==> src/pfba_pkg.sv <==
package pfba_pkg;

    localparam int unsigned MAX_PAGES_DEF = 4096;
    localparam int unsigned WORD_BITS     = 32;
    localparam int unsigned FRAME_SHIFT   = 12;

    localparam logic [2:0] ST_OK            = 3'd0;
    localparam logic [2:0] ST_NO_FREE       = 3'd1;
    localparam logic [2:0] ST_UNALIGNED     = 3'd2;
    localparam logic [2:0] ST_NOT_ALLOCATED = 3'd3;
    localparam logic [2:0] ST_OUT_OF_RANGE  = 3'd4;

    localparam logic       CMD_ALLOC = 1'b0;
    localparam logic       CMD_FREE  = 1'b1;

    localparam logic [1:0] REG_BASE_ADDRESS = 2'd0;
    localparam logic [1:0] REG_PAGE_COUNT   = 2'd1;

    typedef enum logic [2:0] {
        S_CLEAR,
        S_IDLE,
        S_ALLOC_CHK,
        S_FREE_CHK
    } t_state;

endpackage

==> src/page_frame_bitmap_allocator_top.sv <==
// Bitmap page frame allocator, one bit per 4 KiB frame in 32-bit words.
// Command channel: a transaction is taken at a rising edge with i_start high
// and o_busy low; i_cmd selects allocate or free, i_page_address is the frame
// to free. Each transaction gives one result on o_granted_address and
// o_status, shown for exactly one cycle with o_valid high; the receiver
// cannot stall, so nothing is held back.
// A free that fails the alignment or range test is answered from the idle
// state; any other free reads its bitmap word first. An allocate reads
// bitmap word 0 when taken and answers once the grant falls in the word in
// hand or that word is the last one below the page count; the scan reads one
// bitmap word per cycle through the single memory read port. A new command
// may start in the cycle the previous result is shown.
// Reset: the bitmap memory is swept to zero, one word per cycle, with o_busy
// high; base address and page count reset to zero. The configuration port
// writes i_cfg_wdata to register i_cfg_idx (0 base address, 1 page count,
// bits 12:0 only) at any edge outside reset with i_cfg_we high.
module page_frame_bitmap_allocator_top #(
    parameter int unsigned MAX_PAGES = pfba_pkg::MAX_PAGES_DEF
) (
    input  logic        i_clk,
    input  logic        i_rst_n,
    input  logic        i_start,
    output logic        o_busy,
    input  logic        i_cmd,
    input  logic [31:0] i_page_address,
    output logic        o_valid,
    output logic [31:0] o_granted_address,
    output logic [2:0]  o_status,
    input  logic        i_cfg_we,
    input  logic [1:0]  i_cfg_idx,
    input  logic [31:0] i_cfg_wdata
);

    localparam int unsigned MAP_WORDS = (MAX_PAGES + pfba_pkg::WORD_BITS - 1)
                                        / pfba_pkg::WORD_BITS;
    localparam int unsigned WRD_W     = (MAP_WORDS > 1) ? $clog2(MAP_WORDS) : 1;
    localparam int unsigned LIM_W     = $clog2(MAX_PAGES + 1);
    localparam int unsigned UW        = LIM_W - 4;

    pfba_pkg::t_state r_state, n_state;

    logic [31:0]      r_mem [MAP_WORDS];
    logic [31:0]      r_mem_q;
    logic [WRD_W-1:0] r_word, n_word;
    logic [4:0]       r_bit, n_bit;
    logic [31:0]      r_base;
    logic [12:0]      r_page_count;
    logic             r_valid, n_valid;
    logic [31:0]      r_grant, n_grant;
    logic [2:0]       r_status, n_status;

    logic             w_rd_en;
    logic [WRD_W-1:0] w_rd_addr;
    logic             w_wr_en;
    logic [WRD_W-1:0] w_wr_addr;
    logic [31:0]      w_wr_data;

    logic [LIM_W-1:0] w_limit;
    logic [UW-1:0]    w_words_used;
    logic             w_last_word;
    logic             w_word_lt;
    logic             w_word_eq;
    logic [31:0]      w_used;
    logic             w_found;
    logic [4:0]       w_found_bit;
    logic [31:0]      w_grant_addr;
    logic [31:0]      w_offset;
    logic             w_unaligned;
    logic             w_out_of_range;
    logic             w_clr_last;

    function automatic logic [4:0] first_zero(input logic [31:0] word);
        logic [4:0] pos;
        pos = 5'd0;
        for (int i = 31; i >= 0; i--) begin
            if (!word[i]) begin
                pos = 5'(i);
            end
        end
        return pos;
    endfunction

    // effective page count, saturated at the built capacity
    always_comb begin
        if (32'(r_page_count) > 32'(MAX_PAGES)) begin
            w_limit = LIM_W'(MAX_PAGES);
        end else begin
            w_limit = LIM_W'(r_page_count);
        end
    end

    assign w_words_used = UW'(w_limit >> 5) + UW'(|w_limit[4:0]);
    assign w_last_word  = (UW'(r_word) + UW'(1)) >= w_words_used;
    assign w_word_lt    = 32'(r_word) < 32'(w_limit >> 5);
    assign w_word_eq    = 32'(r_word) == 32'(w_limit >> 5);

    // pages at or beyond the count look taken
    always_comb begin
        if (w_word_lt) begin
            w_used = r_mem_q;
        end else if (w_word_eq) begin
            w_used = r_mem_q | (32'hFFFF_FFFF << w_limit[4:0]);
        end else begin
            w_used = 32'hFFFF_FFFF;
        end
    end

    assign w_found      = ~&w_used;
    assign w_found_bit  = first_zero(w_used);
    assign w_grant_addr = r_base + (32'({r_word, w_found_bit}) << pfba_pkg::FRAME_SHIFT);

    assign w_offset       = i_page_address - r_base;
    assign w_unaligned    = |w_offset[pfba_pkg::FRAME_SHIFT-1:0];
    assign w_out_of_range = (i_page_address < r_base)
                            || (32'(w_offset[31:pfba_pkg::FRAME_SHIFT]) >= 32'(w_limit));
    assign w_clr_last     = 32'(r_word) == 32'(MAP_WORDS - 1);

    always_comb begin
        n_state = r_state;
        case (r_state)
            pfba_pkg::S_CLEAR: begin
                if (w_clr_last) begin
                    n_state = pfba_pkg::S_IDLE;
                end
            end
            pfba_pkg::S_IDLE: begin
                if (i_start) begin
                    if (i_cmd == pfba_pkg::CMD_ALLOC) begin
                        n_state = pfba_pkg::S_ALLOC_CHK;
                    end else if (!w_unaligned && !w_out_of_range) begin
                        n_state = pfba_pkg::S_FREE_CHK;
                    end
                end
            end
            pfba_pkg::S_ALLOC_CHK: begin
                if (w_found || w_last_word) begin
                    n_state = pfba_pkg::S_IDLE;
                end
            end
            pfba_pkg::S_FREE_CHK: begin
                n_state = pfba_pkg::S_IDLE;
            end
            default: begin
                n_state = pfba_pkg::S_IDLE;
            end
        endcase
    end

    always_comb begin
        w_rd_en   = 1'b0;
        w_rd_addr = r_word;
        w_wr_en   = 1'b0;
        w_wr_addr = r_word;
        w_wr_data = 32'd0;
        n_word    = r_word;
        n_bit     = r_bit;
        n_valid   = 1'b0;
        n_grant   = 32'd0;
        n_status  = pfba_pkg::ST_OK;
        case (r_state)
            pfba_pkg::S_CLEAR: begin
                w_wr_en = 1'b1;
                n_word  = w_clr_last ? '0 : r_word + WRD_W'(1);
            end
            pfba_pkg::S_IDLE: begin
                if (i_start) begin
                    if (i_cmd == pfba_pkg::CMD_ALLOC) begin
                        w_rd_en   = 1'b1;
                        w_rd_addr = '0;
                        n_word    = '0;
                    end else if (w_unaligned) begin
                        n_valid  = 1'b1;
                        n_status = pfba_pkg::ST_UNALIGNED;
                    end else if (w_out_of_range) begin
                        n_valid  = 1'b1;
                        n_status = pfba_pkg::ST_OUT_OF_RANGE;
                    end else begin
                        w_rd_en   = 1'b1;
                        w_rd_addr = w_offset[pfba_pkg::FRAME_SHIFT+5 +: WRD_W];
                        n_word    = w_offset[pfba_pkg::FRAME_SHIFT+5 +: WRD_W];
                        n_bit     = w_offset[pfba_pkg::FRAME_SHIFT +: 5];
                    end
                end
            end
            pfba_pkg::S_ALLOC_CHK: begin
                if (w_found) begin
                    w_wr_en   = 1'b1;
                    w_wr_data = r_mem_q | (32'd1 << w_found_bit);
                    n_valid   = 1'b1;
                    n_grant   = w_grant_addr;
                end else if (w_last_word) begin
                    n_valid  = 1'b1;
                    n_status = pfba_pkg::ST_NO_FREE;
                end else begin
                    // advance the scan to the next word
                    w_rd_en   = 1'b1;
                    w_rd_addr = r_word + WRD_W'(1);
                    n_word    = r_word + WRD_W'(1);
                end
            end
            pfba_pkg::S_FREE_CHK: begin
                n_valid = 1'b1;
                if (r_mem_q[r_bit]) begin
                    w_wr_en   = 1'b1;
                    w_wr_data = r_mem_q & ~(32'd1 << r_bit);
                end else begin
                    n_status = pfba_pkg::ST_NOT_ALLOCATED;
                end
            end
            default: begin
                n_word = '0;
            end
        endcase
    end

    always_ff @(posedge i_clk) begin
        if (w_wr_en) begin
            r_mem[w_wr_addr] <= w_wr_data;
        end
        if (w_rd_en) begin
            r_mem_q <= r_mem[w_rd_addr];
        end
    end

    always_ff @(posedge i_clk) begin
        if (!i_rst_n) begin
            r_state      <= pfba_pkg::S_CLEAR;
            r_word       <= '0;
            r_valid      <= 1'b0;
            r_base       <= 32'd0;
            r_page_count <= 13'd0;
        end else begin
            r_state <= n_state;
            r_word  <= n_word;
            r_valid <= n_valid;
            if (i_cfg_we) begin
                case (i_cfg_idx)
                    pfba_pkg::REG_BASE_ADDRESS: r_base       <= i_cfg_wdata;
                    pfba_pkg::REG_PAGE_COUNT:   r_page_count <= i_cfg_wdata[12:0];
                    default: begin
                        // drop writes to unknown registers
                    end
                endcase
            end
        end
    end

    always_ff @(posedge i_clk) begin
        r_bit    <= n_bit;
        r_grant  <= n_grant;
        r_status <= n_status;
    end

    assign o_busy            = r_state != pfba_pkg::S_IDLE;
    assign o_valid           = r_valid;
    assign o_granted_address = r_grant;
    assign o_status          = r_status;

endmodule

==> config.mk <==
export PLATFORM = sky130hd
export DESIGN_NAME = page_frame_bitmap_allocator_top
export DESIGN_NICKNAME = d
export VERILOG_FILES = /design/src/pfba_pkg.sv /design/src/page_frame_bitmap_allocator_top.sv
export SDC_FILE = /design/constraint.sdc
export NUM_CORES = 2
export LEC_CHECK = 0
export ABC_AREA = 1
export BUFFER_PORTS_ARGS = -buffer_cell sky130_fd_sc_hd__buf_4
export CORE_ASPECT_RATIO = 1.25
export CORE_MARGIN = 2
export CORE_UTILIZATION = 44
export DETAILED_ROUTE_END_ITERATION = 16
export PLACE_DENSITY_LB_ADDON = 0.08
export SYNTH_ARGS = -nofsm -noshare
export SYNTH_HDL_FRONTEND = slang
export SYNTH_SLANG_ARGS = --single-unit
==> constraint.sdc <==
create_clock -name i_clk -period 6.3 [get_ports i_clk]
set_input_delay 0.315 -clock i_clk [delete_from_list [all_inputs] [get_ports i_clk]]
set_output_delay 0.315 -clock i_clk [all_outputs]
set_load 0.01 [all_outputs]
==> impl_summary.md <==
Floorplan
The die height is 709 microns. The starting utilization of the core area is 44.2%. The total area inside the core boundary comes to 0.395 sq mm.

From left edge to right edge, the die measures 568 microns. The die covers 0.402 sq mm. The floorplan has 258 rows. The I/O pin total is 108.

Drt
Using the TritonRoute via totals, the vias-per-cell ratio works out to 5.95. The first routing iteration left 15400 violations. The first detailed-routing pass took 8 iterations.

The remaining antenna violation count is 0. The post-detailed-routing wire length is 663000 microns. The detailed router placed 130000 vias in this run.

In the routed design, unresolved DRC markers number 0. The per-cell routed wire length is 30.4 microns.

Global routing
The largest net degree at the start of global routing is 156. The total grt overflow is 0. The via count of the first global-routing pass came to 123000. The global-route wire length before repair is 919000 microns. For this run, the total global-route usage over all layers was measured as 31.8%.

The initial antenna violation count was 26.

Critical path
Of all nets on the critical path, the largest fanout is 8. The startpoint-to-endpoint class of the critical path is flip-flop to flip-flop. Among all stages on the critical path, the largest delay is contributed by sky130_fd_sc_hd__dfxtp_4. In this run the worst setup path begins at r_base[0]$_SDFFE_PN0P_. The kind of launch point of the worst setup path is a flip-flop. Following the worst setup path forward leads to its endpoint at r_mem_q[17]$_DFFE_PP_.

The endpoint of the worst-slack reg-to-reg timing path is r_mem_q[17]$_DFFE_PP_. The required time at the endpoint of the critical path is 7.19 ns. The worst register-to-register path has a depth of 47. The longest individual stage delay on the worst path is 0.36 ns. Counting stages on the worst path, the most repeated cell is sky130_fd_sc_hd__nand2_1.

STA classifies the critical path endpoint as a flip-flop. Data arrives at the worst endpoint at 7.57 ns. The setup slack on the worst flop-to-flop path is -0.38 ns. The startpoint identified for the worst register-to-register timing path is r_base[0]$_SDFFE_PN0P_.

Layout
Registers take 0.126 sq mm. The area of combinational cells with multiple inputs is 0.0493 sq mm. The synthesis-to-finish area growth is 26.5%.

The fraction of layout instances using a drive strength above 1 is 20.6%. For this run, the post-layout net count is 16400. After the flow finishes, the layout carries non-filler instances totaling 21800. Once layout is done, the placed cells without fillers occupy 0.221 sq mm. The layout filler cell count is 32500.

Power
The overall power is 92.8 mW. For this design the ratio of total power to cell area is 420 mW/mm^2. Summed over all cells, the static leakage comes to 83.1 nW.

The worst ir drop on vdd is 0.285 mV.

Placed design
The post-place instance area is 0.197 sq mm. The placer congestion estimate is 0.961. Once detailed placement completed, the half-perimeter wirelength came to 397000 microns.

Buffers placed on the I/O ports in this run total 107. The placed instance count is 20700.

Timing
The max-slew violation count came to 0. Based on the critical path, the design can be clocked at up to 150 MHz. Dividing the final minimum period by the clock period gives 106%.

In this run the tightest slew margin relative to its limit is 24.5%. The worst clock skew is 0.0789 ns. The final-layout worst hold slack is 0.0909 ns. Setup violations remaining at the end of the flow were counted as 32.

The actual transition at the worst max-transition pin is 1.13 ns. Setup repair after global routing could not meet its margin everywhere. The worst-case setup margin in the final layout is -0.384 ns.

The final hold violation count is 0. The worst path in the final design needs a cycle of 6.68 ns, including I/O delays and setup.

Clock network
The H-tree depth is 5. The TritonCTS clock tree is done. The clock-pin slew on the worst setup and hold paths is 0.06 ns.

The CTS root buffer is sky130_fd_sc_hd__clkbuf_16. The maximum root-to-sink buffer count is 4. Counting the buffers created by CTS gives 424.

The number of sinks driven by the clock tree is 4223. The later pin in the worst-skew pair is clocked with a latency of 1.04 ns.

Yosys
For this run, the number of Yosys warnings is 0. The number of register bits inferred by synthesis is 4223. The number of flops mapped to enable cells by yosys is 4133.

After synthesis, the share of flip-flops with an asynchronous set or reset is 0%. The area of the mapped netlist is 0.175 sq mm. The main flop type after synthesis is sky130_fd_sc_hd__edfxtp_1. The cell count after synthesis came out at 14900. A synthesized cell averages 11.7 sq um. The net count after synthesis is 15100. The part of the Yosys area used for sequential elements is 72.0%. The count of different cell masters after synthesis is 63.

Outcome
The flow ran to the end, but the final reports show violations. The final reports fail on setup timing.

Hold path
In this run the worst hold path is classified as primary input to flip-flop. Counting instances, the worst hold path has a depth of 5.

Flow run
Across the run, the number of max-cap violations was 0.
[power by group]
part           leakage [nW]  total (mW)  internal (mW)  switching (mW)
sequential             44.7        30.9           30.9          0.0640
combinational          31.7        36.8           14.0            22.8
clock                  6.63        25.1           14.1            11.0
total                  83.1        92.8           59.0            33.8
[routing by layer]
layer | GRT usage [%] | vias up | share of wire (%)
met2 | 50.6 | 6457 | 46
met5 | 0 | - | 0.0020
met1 | 41.8 | 65700 | 39
met3 | 5.38 | 1186 | 8.6
li1 | - | 56700 | -
met4 | 17.3 | 2 | 6.2
[cells in the mapped netlist, drive strengths merged (5+ instances only)]
cell type,number,area (sq um)
a21oi,151,767
a221oi,5,43.8
buf,657,3290
clkbuf,373,1400
clkinv,5,20.0
dfxtp,90,1800
edfxtp,4133,124000
ha,79,988
inv,211,795
nand2,3724,14000
nand3,4889,24500
nand4,52,332
nor2,267,1040
nor3,13,70.1
nor4,5,31.3
o211ai,20,155
o21a,6,45.0
o21ai,126,649
o21bai,16,120
o221ai,5,50.0
o22ai,11,68.8
o311ai,5,43.8
xnor2,12,105
xor2,21,184
[worst max-delay path, delay by kind of cell (launching register included)]
family / cells / cell delay (ns)
AO/OA/AOI/OAI: 9 / 1.26
AND/OR/NAND/NOR: 27 / 2.80
XOR/XNOR: 1 / 0.24
flip-flops: 1 / 0.36
adder cells (fa/ha/maj): 3 / 0.78
buffers and inverters: 7 / 1.06
[cells in the final DEF, fill, tap and decap left out, drive strengths merged, types with 7 or more instances in the layout]
cell	netlist	layout
edfxtp	4133	4133
o21bai	16	16
nand3	4889	4889
xor2	21	21
nor3	13	13
o211ai	20	20
clkbuf	373	558
o21ai	126	126
ha	79	79
clkinvlp	0	7
buf	657	1873
xnor2	12	12
dlygate4sd3	0	47
o22ai	11	11
nor2	267	267
nand4	52	52
clkinv	5	200
bufbuf	0	9
inv	211	225
bufinv	0	37
nand2	3724	3724
dfxtp	90	90
a21oi	151	151
diode	0	26
[repair_timing]
action | 4_1_cts | 5_1_grt
hold buffers | 47 | 0
setup buffers | 123 | 89
cloned | 45 | 39
gates resized for setup | 764 | 558
pin swaps | 95 | 174
setup endpoints to repair | 34 | 98
endpoints found under the hold margin | 57 | 0
[through the flow]
step / setup TNS [ns] / util, % / worst slack (ns)
floorplan: 0 / - / 0.152
global placement: -48.43 / 49.7 / -1.93
detailed placement: -37.55 / 49.7 / -1.63
CTS: -11.69 / 54.9 / -0.454
global route: -25.75 / 55.9 / -0.791
finish: -9.43 / 55.9 / -0.384
[area by class of cell]
cell class                      count  area share [%]
Sequential cell                  4223            56.9
Clock buffer                      521            5.05
Antenna cell                       26          0.0294
Tap cell                         5200            2.94
Inverter                          216           0.400
Clock inverter                    251            1.07
Timing Repair inverter              2          0.0141
Timing Repair Buffer             1966            11.3
Multi-Input combinational cell   9440            22.3
[sequential cells by signal, indices dropped and copies added, names as in the netlist]
| signal | flops |
|---|---|
| r_mem | 4096 |
| r_base | 32 |
| r_word | 7 |
| o_status | 3 |
| r_mem_q | 32 |
| r_page_count | 13 |
| o_valid | 1 |
| o_granted_address | 32 |
| r_bit | 5 |
| r_state | 2 |
[worst min-delay path by stage]
| stage | to | start |
|---|---|---|
| 3_3_place_gp | o_granted_address[31]$_SDFF_PN0_ | r_base[31]$_SDFFE_PN0P_ |
| 5_1_grt | r_bit[3]$_DFFE_PP_ | i_page_address[15] |
| 6_report | r_bit[2]$_DFFE_PP_ | i_page_address[14] |
| 4_1_cts | r_bit[2]$_DFFE_PP_ | i_page_address[14] |
| 2_1_floorplan | o_granted_address[0]$_SDFF_PN0_ | r_base[0]$_SDFFE_PN0P_ |
| 3_5_place_dp | o_granted_address[0]$_SDFF_PN0_ | r_base[0]$_SDFFE_PN0P_ |
[cell families after synthesis]
kind of cell	synth area share, %
AND/OR/NAND/NOR	22.9
adder cells (fa/ha/maj)	0.588
AO/OA/AOI/OAI	1.21
XOR/XNOR	0.165
buffers and inverters	3.15
flip-flops	72.0
(Power assumes the default switching activity.)
